--- config.mk ---
export PLATFORM = sky130hd
export DESIGN_NAME = mfvn_div
export DESIGN_NICKNAME = d
export VERILOG_FILES = /design/src/design/mfvn_pkg.sv /design/src/design/mfvn_div.sv
export SDC_FILE = /design/constraint.sdc
export NUM_CORES = 1
export LEC_CHECK = 0
export BUFFER_PORTS_ARGS = -buffer_cell sky130_fd_sc_hd__buf_2
export CELL_PAD_IN_SITES_DETAIL_PLACEMENT = 0
export CELL_PAD_IN_SITES_GLOBAL_PLACEMENT = 1
export CORE_ASPECT_RATIO = 0.5
export CORE_UTILIZATION = 45
export CTS_BUF_LIST = sky130_fd_sc_hd__clkbuf_4
export DETAILED_ROUTE_END_ITERATION = 8
export GPL_ROUTABILITY_DRIVEN = 0
export PLACE_DENSITY = 0.87
export SYNTH_ARGS = -nofsm -noshare
export SYNTH_HDL_FRONTEND = slang
export SYNTH_SLANG_ARGS = --single-unit
--- constraint.sdc ---
create_clock -name clk -period 3.22 [get_ports clk]
set_input_delay 0.644 -clock clk [delete_from_list [all_inputs] [get_ports clk]]
set_output_delay 0.644 -clock clk [all_outputs]
set_load 0.03 [all_outputs]
--- src/design/mfvn_pkg.sv ---
// ----------------------------------------------------------------------------
// mfvn_pkg: shared constants, types and helpers for the mesh normal block
// Widths of the item fields, the face count limit and the divider handshake.
// ----------------------------------------------------------------------------
`default_nettype none

package mfvn_pkg;

  // Block limits
  localparam int MAX_FACES   = 64;
  localparam int COORD_WIDTH = 24;
  localparam int FC_W        = $clog2(MAX_FACES + 1);

  // Field and datapath widths
  localparam int CRD_W   = 24;
  localparam int OUT_W   = 18;
  localparam int ACC_W   = 53;
  localparam int MAG_W   = 52;
  localparam int MUL_W   = 33;
  localparam int PROD_W  = 66;
  localparam int QUO_W   = 25;
  localparam int DEN_W   = 32;
  localparam int STEPS_W = 5;
  localparam int CFG_W   = 32;
  localparam int FMIN_W  = 32;
  localparam int VMIN_W  = 17;

  // Divider step counts
  localparam int VDIV_STEPS = 25;
  localparam int NDIV_STEPS = 17;

  // Register indexes
  localparam logic REG_FACE_MIN = 1'b0;
  localparam logic REG_VERT_MIN = 1'b1;

  // Opcodes and result kinds
  localparam logic OP_FACE   = 1'b0;
  localparam logic OP_VERT   = 1'b1;
  localparam logic KIND_FACE = 1'b0;
  localparam logic KIND_VERT = 1'b1;

  // Divider request and response
  typedef struct packed {
    logic               start;
    logic [STEPS_W-1:0] steps;
    logic [DEN_W-1:0]   rem_init;
    logic [QUO_W-1:0]   low_init;
    logic [DEN_W-1:0]   den;
  } div_req_t;

  typedef struct packed {
    logic             done;
    logic [QUO_W-1:0] quo;
  } div_rsp_t;

  // Sign-extend a vertex coordinate from its low COORD_WIDTH bits
  function automatic logic signed [CRD_W-1:0] sext_coord(input logic [CRD_W-1:0] v);
    logic signed [CRD_W-1:0] t;
    t = $signed(v << (CRD_W - COORD_WIDTH));
    return t >>> (CRD_W - COORD_WIDTH);
  endfunction

endpackage

`default_nettype wire

--- src/design/mfvn_div.sv ---
// ----------------------------------------------------------------------------
// mfvn_div: restoring divider, one quotient bit per cycle
// Remainder is preloaded with the high part of the dividend; the low part
// is shifted in from the top of low_init for the requested number of steps.
// ----------------------------------------------------------------------------
`default_nettype none

module mfvn_div import mfvn_pkg::*; (
  input  logic     clk,
  input  logic     rst_n,
  input  div_req_t req,
  output div_rsp_t rsp
);

  logic               busy_r;
  logic               done_r;
  logic [STEPS_W-1:0] cnt_r;
  logic [DEN_W-1:0]   rem_r;
  logic [QUO_W-1:0]   low_r;
  logic [QUO_W-1:0]   quo_r;
  logic [DEN_W-1:0]   den_r;

  logic [DEN_W:0]     trial;
  logic [DEN_W:0]     diff;
  logic               ge;

  // one trial subtraction
  assign trial = {rem_r, low_r[QUO_W-1]};
  assign diff  = trial - {1'b0, den_r};
  assign ge    = trial >= {1'b0, den_r};

  // control
  always_ff @(posedge clk) begin
    if (!rst_n) begin
      busy_r <= 1'b0;
      done_r <= 1'b0;
      cnt_r  <= '0;
    end else begin
      done_r <= 1'b0;
      if (req.start) begin
        busy_r <= 1'b1;
        cnt_r  <= req.steps;
      end else if (busy_r) begin
        cnt_r <= cnt_r - STEPS_W'(1);
        if (cnt_r == STEPS_W'(1)) begin
          busy_r <= 1'b0;
          done_r <= 1'b1;
        end
      end
    end
  end

  // datapath
  always_ff @(posedge clk) begin
    if (req.start) begin
      rem_r <= req.rem_init;
      low_r <= req.low_init;
      den_r <= req.den;
      quo_r <= '0;
    end else if (busy_r) begin
      rem_r <= ge ? diff[DEN_W-1:0] : trial[DEN_W-1:0];
      low_r <= {low_r[QUO_W-2:0], 1'b0};
      quo_r <= {quo_r[QUO_W-2:0], ge};
    end
  end

  assign rsp.done = done_r;
  assign rsp.quo  = quo_r;

endmodule

`default_nettype wire

==> flow_summary.yaml <==
sta:
  fin_crit_ns: 3.06
  max_slew_margin: 0.624
  fin_crit_sh: 0.952
  finClkSkew_ns: 0.0237
  slew_viol_final: 0
  hold_viol: 0
  setup_violations: 0
  hold_ws_ns: 0.264
  tightest_slew_ns: 0.564
  fmax_mhz: 326
critical_path:
  path_cells: "ha_1, and4_1, nand3_1, a21oi_2, o21ai_1, a211o_1, a211o_4, buf_4, a41oi_1, o31ai_1"
  critPathKind: "reg2reg"
  cp.required_ns: 3.48
  slowest_stage: "a211o_4"
  cp-start-kind: "flop"
  cp.arrival_ns: 3.32
  crit_fanout: 15
  crit_path_end_kind: "flop"
  critPathLaunch: "rem_r[9]"
  r2r-start: "rem_r[9]"
  timing.rr.end: "rem_r[9]"
  crit_end: "rem_r[9]"
  rr_worst_depth: 10
  r2r_slack_ns: 0.16
  cp_slowest_stage_delay_ns: 0.43
routing:
  post_drt_via_cell_ratio: 5.48
  drtPass1Iterations: 5
  num_vias: 5666
  drc_errors: 0
  ant_nets: 0
  drtIter0Drc: 415
  wire_per_inst_um: 16.1
  routed_wl_mm: 16.7
finish:
  regArea_um2: 3310
  layout-drive-gt1-share: 0.291
  syn2layout_area_growth_pct: 20.0
  multiInputGateArea_um2: 3350
  fillCellCount: 1330
  instances_no_fill: 1034
  fin_nets: 952
floorplanning:
  core-area_um2: 14800
  die_w_um: 178
  io-pin-count: 123
  die_area_um2: 16000
  fp.dieH_um: 89.9
  row_count: 31
  start_util: 0.471
global_routing:
  grt_max_degree: 58
  overflow: 0
  grt_antenna_before_repair: 5
  grt_pass1_vias: 5489
  grt_pass1_wl_mm: 26.8
  grt_usage: 0.214
synth:
  synthTopCellsByCount: "edfxtp_1 (89), nor2_1 (58), nand2_1 (46)"
  yosys.area.top_type: "edfxtp_1"
  syn_inst: 674
  avgSynthCellArea_um2: 10.3
  synth_seq_cells: 121
  synthFlopType: "edfxtp_1"
  yosys_warnings: 0
  ys_types: 68
  synth_enable_flop_cells: 89
  syn_area_um2: 6950
  ys_seq_area_frac: 0.476
  async_flop_share: 0
  synth_top_area_frac: 0.384
  yosys.cell_count.top_type: "edfxtp_1"
  yosys-top-cells-area: "edfxtp_1 (38%), dfxtp_1 (9.2%), ha_1 (6.1%), mux2_2 (4.4%), mux2i_1 (3.7%)"
  synth_fp_nets: 806
clock_network:
  htreeDepth: 4
  numCtsBuffers: 17
  holdBufCountCts: 0
  clockRootBuffer: "clkbuf_4"
  cts_tree: "built"
  worst_setup_hold_path_clk_slew_ns: 0.13
  clk_latency_ns: 0.54
  cts_buffer_depth: 2
  clkSinkCount: 121
power_and_ir_drop:
  ir_drop_v: 0.000297
  p_comb_frac: 0.416
  switching_share: 0.367
  power_density_nw_per_um2: 652
  internal_power_mw: 3.45
  pwr-share-seq: 0.376
  p_sw_mw: 2.00
  clockPowerShare: 0.208
  power.leakage_nw: 3.53
job:
  maxCapViolations: 0
status:
  status: "completed"
placement:
  io_buffers: 122
  hpwl_mm: 12.1
  dp.cells: 999
worst_hold_path:
  hold_path.class: "in2reg"
-- sequential cells by signal (all words and copies together) (netlist names) --
signal / cells
quo_r: 25
low_r: 25
cnt_r: 5
done_r: 1
busy_r: 1
rem_r: 32
den_r: 32
-- final cells by class --
cell class                      instances  area share
Tap cell                              198      0.0297
Antenna cell                            3    0.000900
Clock inverter                         12      0.0168
Timing Repair Buffer                  167       0.116
Sequential cell                       121       0.397
Multi-Input combinational cell        469       0.402
Inverter                               44      0.0198
Clock buffer                           20      0.0180
-- metal layers --
layer  vias to the layer above  track usage  routed length [um]
met2                       188        0.318                7340
met5                         -            0                  26
met3                        13       0.0749                1300
met1                      2658        0.295                7850
li1                       2803            -                   -
met4                         4       0.0534                 143
-- stage by stage --
step	setup WS, ns	power [mW]	instance area (um2)	TNS (ns)	utilization
2_1_floorplan	0.339	3.60	6950	0	-
3_3_place_gp	0.102	4.23	7990	0	0.541
3_5_place_dp	0.00318	4.28	7990	0	0.541
4_1_cts	0.0372	5.43	8290	0	0.561
5_1_grt	-0.0127	5.78	8340	-0.0127	0.564
6_report	0.156	5.44	8340	0	0.564
-- cells by family (layout without fill, tap and decap cells) --
group / count (synthesis) / after routing / synth area share
buf+inv: 84 / 243 / 0.0486
simple gates: 191 / 191 / 0.131
xor+xnor: 30 / 30 / 0.0378
mux: 53 / 53 / 0.0811
flops: 121 / 121 / 0.476
compound gates: 160 / 160 / 0.161
other cells: 0 / 3 / 0
fa+ha+maj: 35 / 35 / 0.0641
-- power groups by stage --
stage	Combinational [mW]	Sequential [mW]	Clock, mW
detailed placement	2.20	2.08	0
floorplan	1.56	2.04	0
global placement	2.16	2.07	0
global route	2.49	2.07	1.22
CTS	2.21	2.04	1.17
finish	2.26	2.05	1.13
-- what timing repair did --
| item | in CTS | in global routing |
|---|---|---|
| gates resized for setup | 1 | 8 |
| setup buffers | 0 | 0 |
| endpoints found under the setup margin | 3 | 14 |
| pin swaps | 0 | 0 |
-- placed cells by master, fill, tap and decap left out, types with 20 or more instances in the layout --
cell type and count:
nand3_1 21, ha_1 33, o21ai_0 25, buf_4 44, nand2_1 46, buf_2 121, clkbuf_4 20, mux2i_1 26
edfxtp_1 89, mux2_2 27, nor2_1 58, dfxtp_1 31, xnor2_1 20, a21oi_1 35, inv_1 43
-- worst min-delay path by stage --
stage	slack [ns]	end	startpoint	cells past startpoint
after floorplan	0.52	done_r	cnt_r[4]	2
after global placement	0.47	quo_r[24]	quo_r[24]	2
after detailed placement	0.48	quo_r[24]	quo_r[24]	2
after CTS	0.21	den_r[2]	req[2]	1
after global routing	0.20	den_r[2]	req[2]	1
final	0.26	den_r[19]	req[19]	1
-- worst max-delay path, delay by kind of cell, from the launching register on --
family / cells / cell delay [ns]
AND/OR/NAND/NOR: 2 / 0.38
adder cells (fa/ha/maj): 1 / 0.38
buffers and inverters: 1 / 0.22
AO/OA/AOI/OAI: 6 / 1.40
flip-flops: 1 / 0.42
Power figures use the tool's default switching activity.
